==> src/hdl/bba_pkg.sv <==
// ----------------------------------------------------------------------------
// bba_pkg
// Shared types, request codes and helpers for the block allocation bitmap.
// ----------------------------------------------------------------------------
package bba_pkg;

  localparam int DEF_MAP_BITS = 1024;
  localparam int BYTE_BITS    = 8;
  localparam int REQ_W        = 2;
  localparam int INDEX_W      = 10;
  localparam int LIMIT_W      = 11;

  localparam logic [LIMIT_W-1:0] LIMIT_RESET = 11'd1024;

  localparam logic [REQ_W-1:0] REQ_READ  = 2'd0;
  localparam logic [REQ_W-1:0] REQ_WRITE = 2'd1;
  localparam logic [REQ_W-1:0] REQ_FIND  = 2'd2;

  typedef enum logic [1:0] {
    ST_CLEAR,
    ST_IDLE,
    ST_ACCESS,
    ST_SCAN
  } state_t;

  // Commands from the controller to the datapath.
  typedef struct packed {
    logic clear_wr;
    logic accept;
    logic access_done;
    logic scan_issue;
    logic scan_finish;
  } ctl_t;

  // Status from the datapath to the controller.
  typedef struct packed {
    logic clear_last;
    logic scan_done;
  } status_t;

  typedef struct packed {
    logic       found;
    logic [2:0] pos;
  } first_free_t;

  // Lowest free position in a byte, most significant bit first.
  function automatic first_free_t first_free(input logic [BYTE_BITS-1:0] cand);
    first_free_t res;
    res.found = 1'b0;
    res.pos   = 3'd0;
    for (int j = BYTE_BITS - 1; j >= 0; j--) begin
      if (cand[BYTE_BITS-1-j]) begin
        res.found = 1'b1;
        res.pos   = 3'(j);
      end
    end
    return res;
  endfunction

endpackage

==> src/hdl/bitmap_block_allocator.sv <==
// ----------------------------------------------------------------------------
// bitmap_block_allocator
// Block allocation bitmap with bit read, bit write and a first-free search.
//
// Channel   Ports                                    Handshake
// request   req_type, bit_index, bit_value           accepted when start & !busy
// result    read_bit, free_found, free_index         valid for one cycle with done
// config    search_limit                             written when search_limit_we
//
// A read or write request holds busy while in ST_ACCESS; its result is registered
// and appears with done after that state. A find request reads one bitmap
// byte per cycle through the single memory read port. It examines at least one
// byte and at most ceil(min(limit, MAP_BITS) / 8), fewer on an early hit;
// busy stays high through ST_SCAN and done is registered from the last byte.
// After reset a clearing pass zeroes the memory one byte per cycle,
// covering all (MAP_BITS + 7) / 8 bytes, with busy high.
// The receiver cannot stall; each result is taken in its strobe cycle.
// ----------------------------------------------------------------------------
module bitmap_block_allocator #(
  parameter int MAP_BITS = bba_pkg::DEF_MAP_BITS
) (
  input  logic                          clk,
  input  logic                          rst,
  input  logic                          start,
  output logic                          busy,
  input  logic [bba_pkg::REQ_W-1:0]     req_type,
  input  logic [bba_pkg::INDEX_W-1:0]   bit_index,
  input  logic                          bit_value,
  input  logic                          search_limit_we,
  input  logic [bba_pkg::LIMIT_W-1:0]   search_limit,
  output logic                          done,
  output logic                          read_bit,
  output logic                          free_found,
  output logic [bba_pkg::INDEX_W-1:0]   free_index
);

  bba_pkg::ctl_t    ctl;
  bba_pkg::status_t status;

  bba_ctrl u_ctrl (
    .clk      (clk),
    .rst      (rst),
    .start    (start),
    .req_type (req_type),
    .status   (status),
    .ctl      (ctl),
    .busy     (busy)
  );

  bba_datapath #(
    .MAP_BITS (MAP_BITS)
  ) u_datapath (
    .clk             (clk),
    .rst             (rst),
    .ctl             (ctl),
    .status          (status),
    .req_type        (req_type),
    .bit_index       (bit_index),
    .bit_value       (bit_value),
    .search_limit_we (search_limit_we),
    .search_limit    (search_limit),
    .done            (done),
    .read_bit        (read_bit),
    .free_found      (free_found),
    .free_index      (free_index)
  );

endmodule

==> src/hdl/bba_ctrl.sv <==
// ----------------------------------------------------------------------------
// bba_ctrl
// Controller: sequences the clearing pass, bit accesses and the free search.
// ----------------------------------------------------------------------------
module bba_ctrl (
  input  logic                        clk,
  input  logic                        rst,
  input  logic                        start,
  input  logic [bba_pkg::REQ_W-1:0]   req_type,
  input  bba_pkg::status_t            status,
  output bba_pkg::ctl_t               ctl,
  output logic                        busy
);

  bba_pkg::state_t state;
  bba_pkg::state_t state_next;

  always_ff @(posedge clk) begin
    if (rst) begin
      state <= bba_pkg::ST_CLEAR;
    end else begin
      state <= state_next;
    end
  end

  always_comb begin
    state_next = state;
    unique case (state)
      bba_pkg::ST_CLEAR: begin
        if (status.clear_last) state_next = bba_pkg::ST_IDLE;
      end
      bba_pkg::ST_IDLE: begin
        if (start) begin
          state_next = (req_type == bba_pkg::REQ_FIND) ? bba_pkg::ST_SCAN
                                                       : bba_pkg::ST_ACCESS;
        end
      end
      bba_pkg::ST_ACCESS: begin
        state_next = bba_pkg::ST_IDLE;
      end
      bba_pkg::ST_SCAN: begin
        if (status.scan_done) state_next = bba_pkg::ST_IDLE;
      end
      default: begin
        state_next = bba_pkg::ST_CLEAR;
      end
    endcase
  end

  always_comb begin
    ctl  = '0;
    busy = 1'b1;
    unique case (state)
      bba_pkg::ST_CLEAR: begin
        ctl.clear_wr = 1'b1;
      end
      bba_pkg::ST_IDLE: begin
        busy       = 1'b0;
        ctl.accept = start;
      end
      bba_pkg::ST_ACCESS: begin
        ctl.access_done = 1'b1;
      end
      bba_pkg::ST_SCAN: begin
        ctl.scan_issue  = ~status.scan_done;
        ctl.scan_finish = status.scan_done;
      end
      default: begin
        ctl = '0;
      end
    endcase
  end

endmodule

==> src/hdl/bba_datapath.sv <==
// ----------------------------------------------------------------------------
// bba_datapath
// Datapath: bitmap memory, request registers, search limit and result registers.
// ----------------------------------------------------------------------------
module bba_datapath #(
  parameter int MAP_BITS = bba_pkg::DEF_MAP_BITS
) (
  input  logic                          clk,
  input  logic                          rst,
  input  bba_pkg::ctl_t                 ctl,
  output bba_pkg::status_t              status,
  input  logic [bba_pkg::REQ_W-1:0]     req_type,
  input  logic [bba_pkg::INDEX_W-1:0]   bit_index,
  input  logic                          bit_value,
  input  logic                          search_limit_we,
  input  logic [bba_pkg::LIMIT_W-1:0]   search_limit,
  output logic                          done,
  output logic                          read_bit,
  output logic                          free_found,
  output logic [bba_pkg::INDEX_W-1:0]   free_index
);

  localparam int STORE_BYTES = (MAP_BITS + bba_pkg::BYTE_BITS - 1) / bba_pkg::BYTE_BITS;
  localparam int AW = (STORE_BYTES > 1) ? $clog2(STORE_BYTES) : 1;
  localparam int CW = (AW + 4 > bba_pkg::LIMIT_W) ? AW + 4 : bba_pkg::LIMIT_W;

  logic [bba_pkg::BYTE_BITS-1:0] mem [STORE_BYTES];
  logic [bba_pkg::BYTE_BITS-1:0] rd_data;
  logic [AW-1:0]                 rd_addr;
  logic [AW-1:0]                 addr;
  logic [AW-1:0]                 data_addr;
  logic                          scan_valid;

  logic [bba_pkg::REQ_W-1:0]     req_q;
  logic [bba_pkg::INDEX_W-1:0]   idx_q;
  logic                          val_q;
  logic                          in_range_q;
  logic [bba_pkg::LIMIT_W-1:0]   limit_q;

  logic [AW-1:0]                 byte_q;
  logic [2:0]                    bit_sel;
  logic [bba_pkg::BYTE_BITS-1:0] bit_mask;
  logic [bba_pkg::BYTE_BITS-1:0] wr_data;
  logic                          wr_en;
  logic                          cur_bit;
  logic                          access_bit;

  logic [CW-1:0]                 lim_eff;
  logic [CW-1:0]                 base;
  logic [CW-1:0]                 diff;
  logic                          below;
  logic                          last_byte;
  logic [bba_pkg::BYTE_BITS-1:0] elig;
  bba_pkg::first_free_t          hit;
  logic [CW-1:0]                 hit_pos;

  // Search limit register.
  always_ff @(posedge clk) begin
    if (rst) begin
      limit_q <= bba_pkg::LIMIT_RESET;
    end else if (search_limit_we) begin
      limit_q <= search_limit;
    end
  end

  // Request capture.
  always_ff @(posedge clk) begin
    if (ctl.accept) begin
      req_q      <= req_type;
      idx_q      <= bit_index;
      val_q      <= bit_value;
      in_range_q <= CW'(bit_index) < CW'(MAP_BITS);
    end
  end

  // Shared address counter for the clearing pass and the scan.
  always_ff @(posedge clk) begin
    if (rst) begin
      addr       <= '0;
      scan_valid <= 1'b0;
    end else begin
      scan_valid <= ctl.scan_issue;
      if (ctl.accept) begin
        addr <= '0;
      end else if (ctl.clear_wr || ctl.scan_issue) begin
        addr <= addr + AW'(1);
      end
    end
  end

  always_ff @(posedge clk) begin
    if (ctl.scan_issue) data_addr <= addr;
  end

  assign status.clear_last = ctl.clear_wr && (addr == AW'(STORE_BYTES - 1));

  // Bitmap memory: one write port, one registered read port.
  assign rd_addr = ctl.accept ? AW'(bit_index[bba_pkg::INDEX_W-1:3]) : addr;

  always_ff @(posedge clk) begin
    rd_data <= mem[rd_addr];
  end

  assign byte_q   = AW'(idx_q[bba_pkg::INDEX_W-1:3]);
  assign bit_sel  = ~idx_q[2:0];
  assign bit_mask = bba_pkg::BYTE_BITS'(1) << bit_sel;
  assign wr_data  = val_q ? (rd_data | bit_mask) : (rd_data & ~bit_mask);
  assign wr_en    = ctl.access_done && (req_q == bba_pkg::REQ_WRITE) && in_range_q;

  always_ff @(posedge clk) begin
    if (ctl.clear_wr) begin
      mem[addr] <= '0;
    end else if (wr_en) begin
      mem[byte_q] <= wr_data;
    end
  end

  assign cur_bit = rd_data[bit_sel];

  always_comb begin
    case (req_q)
      bba_pkg::REQ_READ:  access_bit = in_range_q & cur_bit;
      bba_pkg::REQ_WRITE: access_bit = in_range_q & val_q;
      default:            access_bit = 1'b0;
    endcase
  end

  // Free search: examine one returned byte per cycle against the limit.
  assign lim_eff   = (CW'(limit_q) > CW'(MAP_BITS)) ? CW'(MAP_BITS) : CW'(limit_q);
  assign base      = CW'({data_addr, 3'b000});
  assign below     = base < lim_eff;
  assign diff      = lim_eff - base;
  assign last_byte = !below || (diff <= CW'(bba_pkg::BYTE_BITS));

  always_comb begin
    if (!below) begin
      elig = '0;
    end else if (diff >= CW'(bba_pkg::BYTE_BITS)) begin
      elig = '1;
    end else begin
      // The positions left below the limit are the top bits of the byte.
      elig = ~(8'hFF >> diff[2:0]);
    end
  end

  assign hit     = bba_pkg::first_free(~rd_data & elig);
  assign hit_pos = CW'({data_addr, hit.pos});

  assign status.scan_done = scan_valid && (hit.found || last_byte);

  // Result registers.
  always_ff @(posedge clk) begin
    if (rst) begin
      done <= 1'b0;
    end else begin
      done <= ctl.access_done | ctl.scan_finish;
    end
  end

  always_ff @(posedge clk) begin
    if (ctl.access_done) begin
      read_bit   <= access_bit;
      free_found <= 1'b0;
      free_index <= '0;
    end else if (ctl.scan_finish) begin
      read_bit   <= 1'b0;
      free_found <= hit.found;
      free_index <= hit.found ? hit_pos[bba_pkg::INDEX_W-1:0] : '0;
    end
  end

  a_done_single: assert property (@(posedge clk) disable iff (rst)
    done |=> !done)
    else $error("result strobe held for more than one cycle");

  a_found_no_bit: assert property (@(posedge clk) disable iff (rst)
    (done && free_found) |-> !read_bit)
    else $error("find result carries a read bit");

  a_access_no_scan: assert property (@(posedge clk) disable iff (rst)
    ctl.access_done |-> !scan_valid)
    else $error("bit access overlaps a scan");

  a_clear_no_write: assert property (@(posedge clk) disable iff (rst)
    ctl.clear_wr |-> !wr_en && !scan_valid)
    else $error("request activity during the clearing pass");

endmodule
==> config.mk <==
export PLATFORM = sky130hd
export DESIGN_NAME = bitmap_block_allocator
export DESIGN_NICKNAME = d
export VERILOG_FILES = /design/src/hdl/bba_pkg.sv /design/src/hdl/bitmap_block_allocator.sv /design/src/hdl/bba_ctrl.sv /design/src/hdl/bba_datapath.sv
export SDC_FILE = /design/constraint.sdc
export NUM_CORES = 1
export LEC_CHECK = 0
export BUFFER_PORTS_ARGS = -buffer_cell sky130_fd_sc_hd__buf_2
export CORE_MARGIN = 1.5
export CORE_UTILIZATION = 52
export DETAILED_ROUTE_END_ITERATION = 8
export PLACE_DENSITY = 0.66
export REMOVE_ABC_BUFFERS = 1
export SYNTH_ARGS = -nofsm -noshare
export SYNTH_HDL_FRONTEND = slang
export SYNTH_SLANG_ARGS = --single-unit
==> constraint.sdc <==
create_clock -name clk -period 5.9 [get_ports clk]
set_clock_uncertainty 0.2 [all_clocks]
set_input_delay 0.295 -clock clk [delete_from_list [all_inputs] [get_ports clk]]
set_output_delay 0.295 -clock clk [all_outputs]
set_load 0.1 [all_outputs]
==> results of run 1 <==
==> placed cells by master (no fill, tap or decap), types with 6 or more instances in the layout <==
master	n
edfxtp_1	1045
mux4_2	258
nand2_1	186
nor2_1	167
clkbuf_16	111
a211oi_1	68
and2_1	67
dlygate4sd3_1	49
a21oi_1	47
buf_2	41
dfxtp_1	41
a31oi_1	35
a311oi_1	33
clkbuf_1	27
clkinv_1	26
a22o_1	23
inv_1	22
clkinv_2	21
mux2i_1	19
nand3_1	18
buf_4	17
nand3b_1	15
buf_12	15
o21ai_0	13
nand2b_1	8
nor2_4	8
ha_1	8
nor2b_1	7
or3_1	7
nor3_1	7
nand4_1	6
==> cells by family after synthesis <==
group,Yosys count
xor gates and xnor gates,3
DFF,1086
adders and majority gates,9
AOI/OAI and AO/OA,258
buffers and inverters,154
muxes,282
and+or+nand+nor,513
==> flip-flops by register name (all words and copies together), names as in the netlist <==
name	count
u_datapath.mem	1024
u_datapath.limit_q	11
u_datapath.done	1
u_datapath.req_q	2
u_datapath.free_index	10
u_datapath.scan_valid	1
u_datapath.val_q	1
u_datapath.free_found	1
u_datapath.idx_q	10
u_datapath.rd_data	8
u_datapath.read_bit	1
u_datapath.data_addr	7
u_datapath.addr	7
u_ctrl.state	2
==> where the power goes <==
part | total [mW] | internal, mW | switching [mW]
sequential | 8.40 | 8.36 | 0.0356
clock | 6.53 | 3.67 | 2.86
combinational | 0.740 | 0.294 | 0.445
==> metrics by stage <==
| step | cell area (µm²) | setup WS [ns] | hold slack (ns) | std cells | utilization (%) |
|---|---|---|---|---|---|
| finish | 48670 | 1.089 | 0.1960 | 3568 | 59.08 |
| global placement | 44800 | 1.234 | 0.2356 | 3317 | 54.38 |
| floorplan | 42690 | -5.547 | 0.1641 | 2174 | - |
| global route | 48670 | 0.7737 | 0.1893 | 3567 | 59.08 |
| detailed placement | 44800 | 1.162 | 0.2539 | 3317 | 54.38 |
| CTS | 48670 | 1.152 | 0.1743 | 3567 | 59.08 |
==> repair_timing <==
item / in CTS / in global routing
gates resized for setup: 0 / 0
setup endpoints to repair: 0 / 0
hold buffers: 49 / 0
hold endpoints to repair: 28 / 0
==> worst paths after layout <==
path | start | end | slack [ns] | depth (start not counted)
min reg2reg | u_datapath.free_found | u_datapath.free_found | 0.26 | 1
min | bit_index[1] | u_datapath.idx_q[1] | 0.20 | 2
max | u_ctrl.state[0] | u_datapath.rd_data[4] | 1.09 | 12
max reg2reg | u_ctrl.state[0] | u_datapath.rd_data[4] | 1.09 | 12
==> per-layer routing <==
layer  vias to the layer above  share of wire [%]
met2                       934                 48
met5                         -                  0
met3                       132                7.5
met4                         0                2.5
li1                       9549                  -
met1                     11880                 42
==> cell type report <==
cell class | count | area, µm²
Fill cell | 5837 | 33700
Antenna cell | 1 | 2.502
Clock inverter | 60 | 460.4
Inverter | 23 | 88.84
Tap cell | 1070 | 1339
Multi-Input combinational cell | 1065 | 10530
Sequential cell | 1086 | 32200
Clock buffer | 141 | 2920
Timing Repair Buffer | 122 | 1124
==> worst max-delay path, cell delays in order, from the launching register on <==
cell	delay (ns)
dfxtp_1	0.45
nand3b_4	0.20
inv_4	0.34
mux2i_4	0.36
buf_12	0.41
buf_12	0.60
mux4_2	0.57
and2_1	0.16
a211oi_1	0.27
a311oi_1	0.16
a21oi_1	0.48
a22o_1	0.28
nor2_1	0.06
==> results.py, run 1 <==
metrics = {
    "clock_network": {
        "cts-root-buf": "clkbuf_16",
        "cts_inserted_buffers": 109,
        "cts_tree": "yes",
        "cts.sinks": 1086,
        "cts_buffer_depth": 3,
        "htreeDepth": 3,
        "postCtsSetupBuffers": 0,
        "clk_pin_slew_worst_paths_ns": 0.06,
        "clk_latency_ns": 0.69,
    },
    "synthesis": {
        "yosysTopAreaCell": "edfxtp_1",
        "synth_xor_area_share_pct": 0.07784,
        "synthSimpleGateAreaFrac_pct": 5.331,
        "synth_compound_area_share_pct": 4.298,
        "synthMuxAreaShare_pct": 13.98,
        "synth_cell_types": 63,
        "yosysTopAreaCellShare_pct": 72.30,
        "yosys-top-cells-area": "edfxtp_1, mux4_2, dfxtp_1, nand2_1, nor2_1",
        "yosysSeqAreaShare_pct": 74.19,
        "syn_inst": 2305,
        "yosys.area_share.adder_pct": 0.2768,
        "synth_top_family_by_area": "multiplexers",
        "netlist_area_um2": 43400,
        "syn_area_per_cell_um2": 18.83,
        "yosys_warnings": 0,
        "synth_edf_count": 1045,
        "ys.flop_type": "edfxtp_1",
        "ys_ff_latch": 1086,
        "synth_common_cells": "edfxtp_1, mux4_2, nand2_1",
        "yosysMostFrequentCell": "edfxtp_1",
        "ys_async_sr_fraction_pct": 0,
    },
    "timing": {
        "hold_viol": 0,
        "slew_headroom_pct": 24.34,
        "setup_viol": 0,
        "timing.final.crit_share_pct": 81.54,
        "max_freq_mhz": 207.9,
        "worst_pin_slew_ns": 1.135,
        "final.min_clock_period_ns": 4.811,
        "drv_slew": 0,
        "rsz0062_at_grt": "false",
        "tns_ns": 0,
    },
    "routing": {
        "viasPerCell": 6.305,
        "dr.pass1.iters": 5,
        "wl_per_cell_um": 28.43,
        "drt.antenna.violating_nets": 0,
        "finalWirelength_mm": 101.4,
        "drc": 0,
        "initialDrtViolationCount": 2063,
        "via_count": 22500,
    },
    "power_and_ir_drop": {
        "ir_drop_uv": 244.1,
        "power_mw": 15.67,
        "leakage_nw": 13.53,
        "p_per_area_nw_per_um2": 321.9,
    },
    "final_layout": {
        "areaGrowthSynthToFinish_pct": 12.14,
        "drive_above_1_share_pct": 20.50,
        "final_nets": 2444,
    },
    "global_routing": {
        "grt_usage_pct": 24.14,
        "grt_use_met2_pct": 38.42,
        "grt-ovfl-total": 0,
        "antenna_found_initial": 2,
        "use_met1_pct": 34.55,
        "grt_pass1_wl_mm": 151.0,
        "met3_usage_pct": 4.118,
        "top_usage_layer": "met2",
        "grt_max_degree": 160,
        "grt_pass1_vias": 22710,
    },
    "worst_setup_path": {
        "worstPathArrival_ns": 5.15,
        "critPathRequiredTime_ns": 6.24,
        "start_kind": "flop",
        "cp_max_fo": 79,
        "path_class": "flop to flop",
        "cp-end-kind": "flop",
    },
    "floorplan": {
        "die_width_um": 291.9,
        "die-area_um2": 85210,
        "start_util_pct": 52.69,
        "core_um2": 82370,
        "die_h_um": 291.9,
        "rows": 105,
        "ios": 42,
    },
    "worst_hold_path": {
        "hold_path_class": "input port to flop",
    },
    "placement": {
        "io_buffers": 41,
        "gp_congestion": 0.8339,
        "hpwlAfterDp_mm": 59.63,
    },
    "run_status": {
        "outcome": "finished, final reports clean",
    },
    "run": {
        "max_cap_viol_count": 0,
    },
}
Power figures use the tool's default switching activity.
==> run 2: changes to the inputs <==
clock period = 4.5 ns   (was 5.9 ns; I/O delays follow)
==> run 2 against run 1 <==
Compared with the run above: cell count rose by 3.2%; global-route usage rose by 0.62 points; sequential cell count did not move; clock power rose by 47%; count of clock-buffer cells in the layout fell by 13; sequential power rose by 31%; critical endpoint unchanged.
==> results.py, run 2 (synthesized netlist as in run 1, its figures left out) <==
metrics = {
    "run_status": {
        "outcome": "finished, final reports clean",
    },
    "final_layout": {
        "post-route-util_pct": 60.64,
        "antenna_cells": 0,
        "largest_reg_flops": 1024,
        "final_nets": 2554,
        "drive_above_1_share_pct": 24.93,
        "multiInputGateArea_um2": 10520,
        "final-seq-area_um2": 32200,
        "final_cell_mix": "edfxtp_1, mux4_2, nand2_1",
        "largest_register": "u_datapath.mem",
        "fin_area_um2": 49950,
        "final_common_cell": "edfxtp_1",
        "reg_top3": "u_datapath.mem x1024, u_datapath.limit_q x11",
        "nFillCells": 5737,
        "areaGrowthSynthToFinish_pct": 15.10,
    },
    "timing": {
        "drv_slew": 0,
        "timing.final.crit_share_pct": 94.11,
        "setup_viol": 0,
        "slew_headroom_pct": 32.44,
        "hold_viol": 0,
        "tns_ns": 0,
        "final.min_clock_period_ns": 4.235,
        "worst_pin_slew_ns": 1.013,
        "rsz0062_at_grt": "false",
        "max_freq_mhz": 236.1,
    },
    "power_and_ir_drop": {
        "leakage_nw": 14.34,
        "p_per_area_nw_per_um2": 434.0,
        "ir_drop_uv": 311.8,
    },
    "worst_setup_path": {
        "r2r_cells": 11,
        "cp_max_fo": 26,
        "path_cells": "nand3b_4 > inv_4 > mux2i_4 > buf_12 > buf_12 > mux4_2 > a211oi_1 > a31oi_1 > a21oi_2 > a22o_1 > nor2_1",
        "r2r_start": "u_ctrl.state[0]",
        "reg2reg_to": "u_datapath.rd_data[4]",
        "rrSetupSlack_ns": 0.26,
        "slowest_stage": "a211oi_1",
        "cp-end-kind": "flop",
        "critical-path-max-stage-delay_ns": 0.53,
        "worstPathArrival_ns": 4.58,
        "path_class": "flop to flop",
        "start_kind": "flop",
        "critPathRequiredTime_ns": 4.84,
        "critPathMostFrequentCell": "buf_12",
    },
    "global_routing": {
        "grt_usage_pct": 24.75,
        "grt_pass1_wl_mm": 153.8,
        "grt_max_degree": 97,
        "grt-ovfl-total": 0,
        "grt_pass1_vias": 23480,
        "antenna_found_initial": 0,
    },
    "routing": {
        "drt.antenna.violating_nets": 0,
        "wl_per_cell_um": 28.35,
        "drc": 0,
        "finalWirelength_mm": 104.4,
        "via_count": 23020,
        "dr.pass1.iters": 5,
        "viasPerCell": 6.255,
        "initialDrtViolationCount": 2218,
    },
    "clock_network": {
        "postCtsSetupBuffers": 0,
        "cts.sinks": 1086,
        "cts_inserted_buffers": 108,
        "clk_pin_slew_worst_paths_ns": 0.06,
        "cts-root-buf": "clkbuf_16",
        "clk_latency_ns": 0.68,
        "cts_buffer_depth": 3,
        "htreeDepth": 3,
        "cts_tree": "yes",
    },
    "floorplan": {
        "rows": 105,
        "core_um2": 82370,
        "die_width_um": 291.9,
        "ios": 42,
        "start_util_pct": 52.69,
        "die-area_um2": 85210,
        "die_h_um": 291.9,
    },
    "worst_hold_path": {
        "worstHoldEndpoint": "u_datapath.idx_q[1]",
        "hold_path_class": "input port to flop",
        "whs_path_depth": 2,
        "hp-start": "bit_index[1]",
    },
    "placement": {
        "gp_congestion": 0.8463,
        "placed_area_um2": 45630,
        "hpwlAfterDp_mm": 63.35,
        "io_buffers": 41,
    },
    "run": {
        "max_cap_viol_count": 0,
    },
}
[run 2: cell types whose count changed in the layout (fill, tap and decap cells not counted), sizes merged]
cell         delta
clkbuf         -13
clkinv         -10
clkinvlp        +5
bufinv         +17
diode           -1
inv             +4
buf           +112
dlygate4sd3     -1
[run 2: what timing repair did]
| action | in CTS | in global routing |
|---|---|---|
| endpoints found under the hold margin | 48 | 0 |
| setup endpoints to repair | 0 | 2 |
| gates resized for setup | 0 | 2 |
| hold buffers | 48 | 0 |
[run 2: layer usage]
| metal | global-route usage [%] | routed length, µm | share of wire [%] | vias up |
|---|---|---|---|---|
| met4 | 8.702 | 3514 | 3.4 | 0 |
| met5 | 0 | 0 | 0 | - |
| met1 | 34.87 | 42750 | 41 | 12070 |
| met2 | 39.20 | 50120 | 48 | 987 |
| met3 | 4.635 | 7992 | 7.7 | 193 |
| li1 | - | - | - | 9772 |
[run 2: power breakdown]
| part | total (mW) | internal [mW] | switching, mW |
|---|---|---|---|
| combinational | 1.05 | 0.425 | 0.623 |
| clock | 9.62 | 5.77 | 3.84 |
| sequential | 11.0 | 11.0 | 0.0516 |
| total | 21.7 | 17.2 | 4.52 |
[run 2: per-stage QoR]
stage          std cells  hold slack [ns]  worst slack [ns]  power (mW)
2_1_floorplan       2174          0.09407            -6.947       11.97
3_3_place_gp        3429           0.2340            0.2769       12.24
3_5_place_dp        3429           0.2396            0.2193       12.24
4_1_cts             3681          0.08513            0.1789       21.81
5_1_grt             3681           0.1228           0.05979       22.20
6_report            3681           0.1380            0.2649       21.68
[run 2: worst max-delay path: cells and delay by family, from the launching register on]
kind,cells,cell delay (ns)
buf+inv,3,0.84
flops,1,0.45
mux,2,0.86
compound gates,4,1.44
simple gates,2,0.27
[run 2: how the worst max path moves through the flow]
| stage | from | end | slack, ns |
|---|---|---|---|
| finish | u_ctrl.state[0] | u_datapath.rd_data[4] | 0.26 |
| global route | u_ctrl.state[0] | u_datapath.rd_data[0] | 0.06 |
| CTS | u_ctrl.state[0] | u_datapath.rd_data[4] | 0.18 |
| detailed placement | u_ctrl.state[0] | u_datapath.rd_data[0] | 0.22 |
| global placement | u_ctrl.state[0] | u_datapath.rd_data[0] | 0.28 |
| floorplan | u_ctrl.state[0] | u_datapath.rd_data[6] | -6.95 |
[run 2: area by class of cell]
| class | instances | share of cell area (%) |
|---|---|---|
| well taps | 1070 | 2.680 |
| clock inverters | 76 | 1.934 |
| inverters | 23 | 0.1778 |
| flip-flops and latches | 1086 | 64.46 |
| repair buffers | 233 | 3.938 |
| clock buffers | 128 | 5.744 |
| multi-input cells | 1065 | 21.06 |
==> run 3: changes to the inputs <==
CTS_BUF_LIST = sky130_fd_sc_hd__clkbuf_16   (was unset)
SYNTH_HIERARCHICAL = 1   (was unset)
==> run 3 against run 2 <==
Compared with the run above: count of clock-buffer cells in the layout is 20 lower; utilization hardly changed; total power is 4.0% lower; critical endpoint is now u_datapath/addr[5]; worst setup slack worse by 0.044 ns; largest power group unchanged.
==> results.py, run 3 <==
metrics = {
    "clock_network": {
        "cts_buffer_depth": 3,
        "cts-root-buf": "clkbuf_16",
        "htreeDepth": 3,
        "clk_pin_slew_worst_paths_ns": 0.06,
        "clk_latency_ns": 0.67,
        "cts_inserted_buffers": 106,
        "cts.sinks": 1086,
        "cts_tree": "yes",
        "postCtsSetupBuffers": 0,
    },
    "synthesis": {
        "synth_top_family_by_area": "multiplexers",
        "synth_cell_types": 61,
        "yosys.area_share.adder_pct": 0.2821,
        "synthMuxAreaShare_pct": 14.37,
        "yosysTopAreaCell": "edfxtp_1",
        "yosysTopAreaCellShare_pct": 73.69,
        "ys_ff_latch": 1086,
        "synth_common_cells": "edfxtp_1, mux4_2, nor2_1",
        "yosys_warnings": 6,
        "yosysMostFrequentCell": "edfxtp_1",
        "yosys-top-cells-area": "edfxtp_1, mux4_2, a22oi_1, dfxtp_1, nor2_1",
        "synth_edf_count": 1045,
        "netlist_area_um2": 42580,
        "ys.flop_type": "edfxtp_1",
        "syn_inst": 2134,
        "syn_area_per_cell_um2": 19.95,
        "ys_async_sr_fraction_pct": 0,
        "yosysSeqAreaShare_pct": 75.62,
        "synth_compound_area_share_pct": 4.384,
        "synth_xor_area_share_pct": 0.1645,
        "synthSimpleGateAreaFrac_pct": 3.626,
    },
    "timing": {
        "max_freq_mhz": 233.7,
        "worst_pin_slew_ns": 1.086,
        "drv_slew": 0,
        "timing.final.crit_share_pct": 95.09,
        "timing.final.ws_setup_ns": 0.2211,
        "hold_viol": 0,
        "rsz0062_at_grt": "false",
        "slew_headroom_pct": 27.41,
        "final.min_clock_period_ns": 4.279,
        "tns_ns": 0,
        "setup_viol": 0,
    },
    "worst_setup_path": {
        "cp_num_buf_inv": 2,
        "path_class": "flop to flop",
        "slowest_stage": "or3_1",
        "critical-path-max-stage-delay_ns": 0.41,
        "start_kind": "flop",
        "path_cells": "buf_4 > nor2b_1 > ha_1 > nand2_1 > a211oi_2 > or3_1 > a2111oi_4 > and4_2 > a32o_2 > and4_2 > a31oi_1 > nand3b_1 > inv_1 > or2_2 > nand4_1 > or3_1 > a21oi_1",
        "cp_max_fo": 13,
        "worstPathArrival_ns": 4.66,
        "critPathRequiredTime_ns": 4.88,
        "cp-end-kind": "flop",
        "cpLargestDelayFamily": "simple AND/OR/NAND/NOR gates",
        "rrSetupSlack_ns": 0.22,
    },
    "floorplan": {
        "ios": 42,
        "die_width_um": 289.2,
        "die-area_um2": 83620,
        "die_h_um": 289.2,
        "core_um2": 80810,
        "rows": 104,
        "start_util_pct": 52.70,
    },
    "placement": {
        "dpl.cell_count": 3272,
        "hpwlAfterDp_mm": 59.16,
        "gp_congestion": 0.9241,
        "io_buffers": 41,
        "place_ws_ns": 0.1757,
    },
    "routing": {
        "initialDrtViolationCount": 2382,
        "viasPerCell": 6.209,
        "wl_per_cell_um": 27.63,
        "dr.pass1.iters": 5,
        "via_count": 21860,
        "drc": 0,
        "finalWirelength_mm": 97.29,
        "drt.antenna.violating_nets": 0,
    },
    "final_layout": {
        "areaGrowthSynthToFinish_pct": 15.13,
        "final_cell_mix": "edfxtp_1, mux4_2, nor2_1",
        "largest_reg_flops": 1024,
        "final_nets": 2405,
        "post-route-util_pct": 60.67,
        "instances_no_fill": 3521,
        "reg_top3": "u_datapath/mem x1024, u_datapath/limit_q x11",
        "largest_register": "u_datapath/mem",
        "drive_above_1_share_pct": 26.51,
        "nFillCells": 5619,
        "final_common_cell": "edfxtp_1",
    },
    "power_and_ir_drop": {
        "leakage_nw": 14.00,
        "ir_drop_uv": 305.8,
        "p_per_area_nw_per_um2": 424.4,
    },
    "global_routing": {
        "grt_pass1_wl_mm": 143.6,
        "grt_usage_pct": 23.70,
        "grt_pass1_vias": 22070,
        "grt-ovfl-total": 0,
        "grt_max_degree": 121,
        "antenna_found_initial": 0,
    },
    "run": {
        "max_cap_viol_count": 0,
    },
    "run_status": {
        "outcome": "finished, final reports clean",
    },
    "worst_hold_path": {
        "hold_path_class": "input port to flop",
    },
}
run 3: cell types whose count changed in the layout (fill, tap and decap cells not counted), moves of 12 or more:
cell,before,now
a21oi_1,45,78
a311oi_1,33,0
and2_1,67,2
nand2_1,186,44
a211oi_1,68,0
a22oi_1,0,112
nor3_1,7,20
a31oi_1,35,12
clkbuf_1,12,0
run 3: power breakdown:
group          leakage [nW]  switching, mW  internal, mW
sequential             7.88         0.0538          11.0
combinational          4.35          0.553         0.416
clock                  1.77           3.71          5.11
run 3: worst reg2reg max path, stage by stage, from the launching register on:
cell and delay [ns]:
dfxtp_1 0.36, buf_4 0.20, nor2b_1 0.07, ha_1 0.34
nand2_1 0.13, a211oi_2 0.06, or3_1 0.41, a2111oi_4 0.40
and4_2 0.35, a32o_2 0.20, and4_2 0.23, a31oi_1 0.10
nand3b_1 0.20, inv_1 0.08, or2_2 0.18, nand4_1 0.17
or3_1 0.36, a21oi_1 0.16
run 3: cells by family (layout without fill, tap and decap cells):
group | after synthesis | count (layout)
buffers and inverters | 133 | 458
xor gates and xnor gates | 8 | 8
DFF | 1086 | 1086
and+or+nand+nor | 340 | 340
AOI/OAI and AO/OA | 270 | 270
adders and majority gates | 9 | 9
other | 0 | 2
muxes | 288 | 288
run 3: through the flow:
stage / hold WS (ns) / power, mW / instance area (µm²)
finish: 0.1311 / 20.80 / 49020
global route: 0.1249 / 21.38 / 49020
CTS: 0.08685 / 20.94 / 49000
detailed placement: 0.2241 / 12.17 / 45020
global placement: 0.2163 / 12.16 / 45020
floorplan: 0.09286 / 12.03 / 41980
run 3: layout make-up:
| cell class | instances | area [µm²] | area share [%] |
|---|---|---|---|
| multi-input cells | 915 | 9859 | 20.11 |
| repair buffers | 244 | 2074 | 4.232 |
| clock buffers | 108 | 2703 | 5.513 |
| flip-flops and latches | 1086 | 32200 | 65.68 |
| diodes | 2 | 5.005 | 0.01021 |
| well taps | 1060 | 1326 | 2.705 |
| inverters | 15 | 56.30 | 0.1148 |
| clock inverters | 91 | 799.5 | 1.631 |
run 3: timing repair:
item,4_1_cts,5_1_grt
resized for setup,0,3
endpoints found under the hold margin,36,0
setup endpoints to repair,0,1
hold buffers,48,0
run 3: per-layer routing:
layer	share of wire [%]	vias up	GRT usage, %	wire, µm
met5	0	-	0	0
met4	2.5	0	7.214	2450
met3	8.4	155	4.315	8140
met2	48	957	38.04	47020
met1	41	11470	33.54	39670
li1	-	9275	-	-
run 3: path summary, 6_finish.rpt:
path / start / end / cells after the start
setup / recovery: u_datapath/limit_q[10] / u_datapath/addr[5] / 17
hold / removal: bit_index[1] / u_datapath/idx_q[1] / 2
setup reg to reg: u_datapath/limit_q[10] / u_datapath/addr[5] / 17
hold reg to reg: u_datapath/free_found / u_datapath/free_found / 1
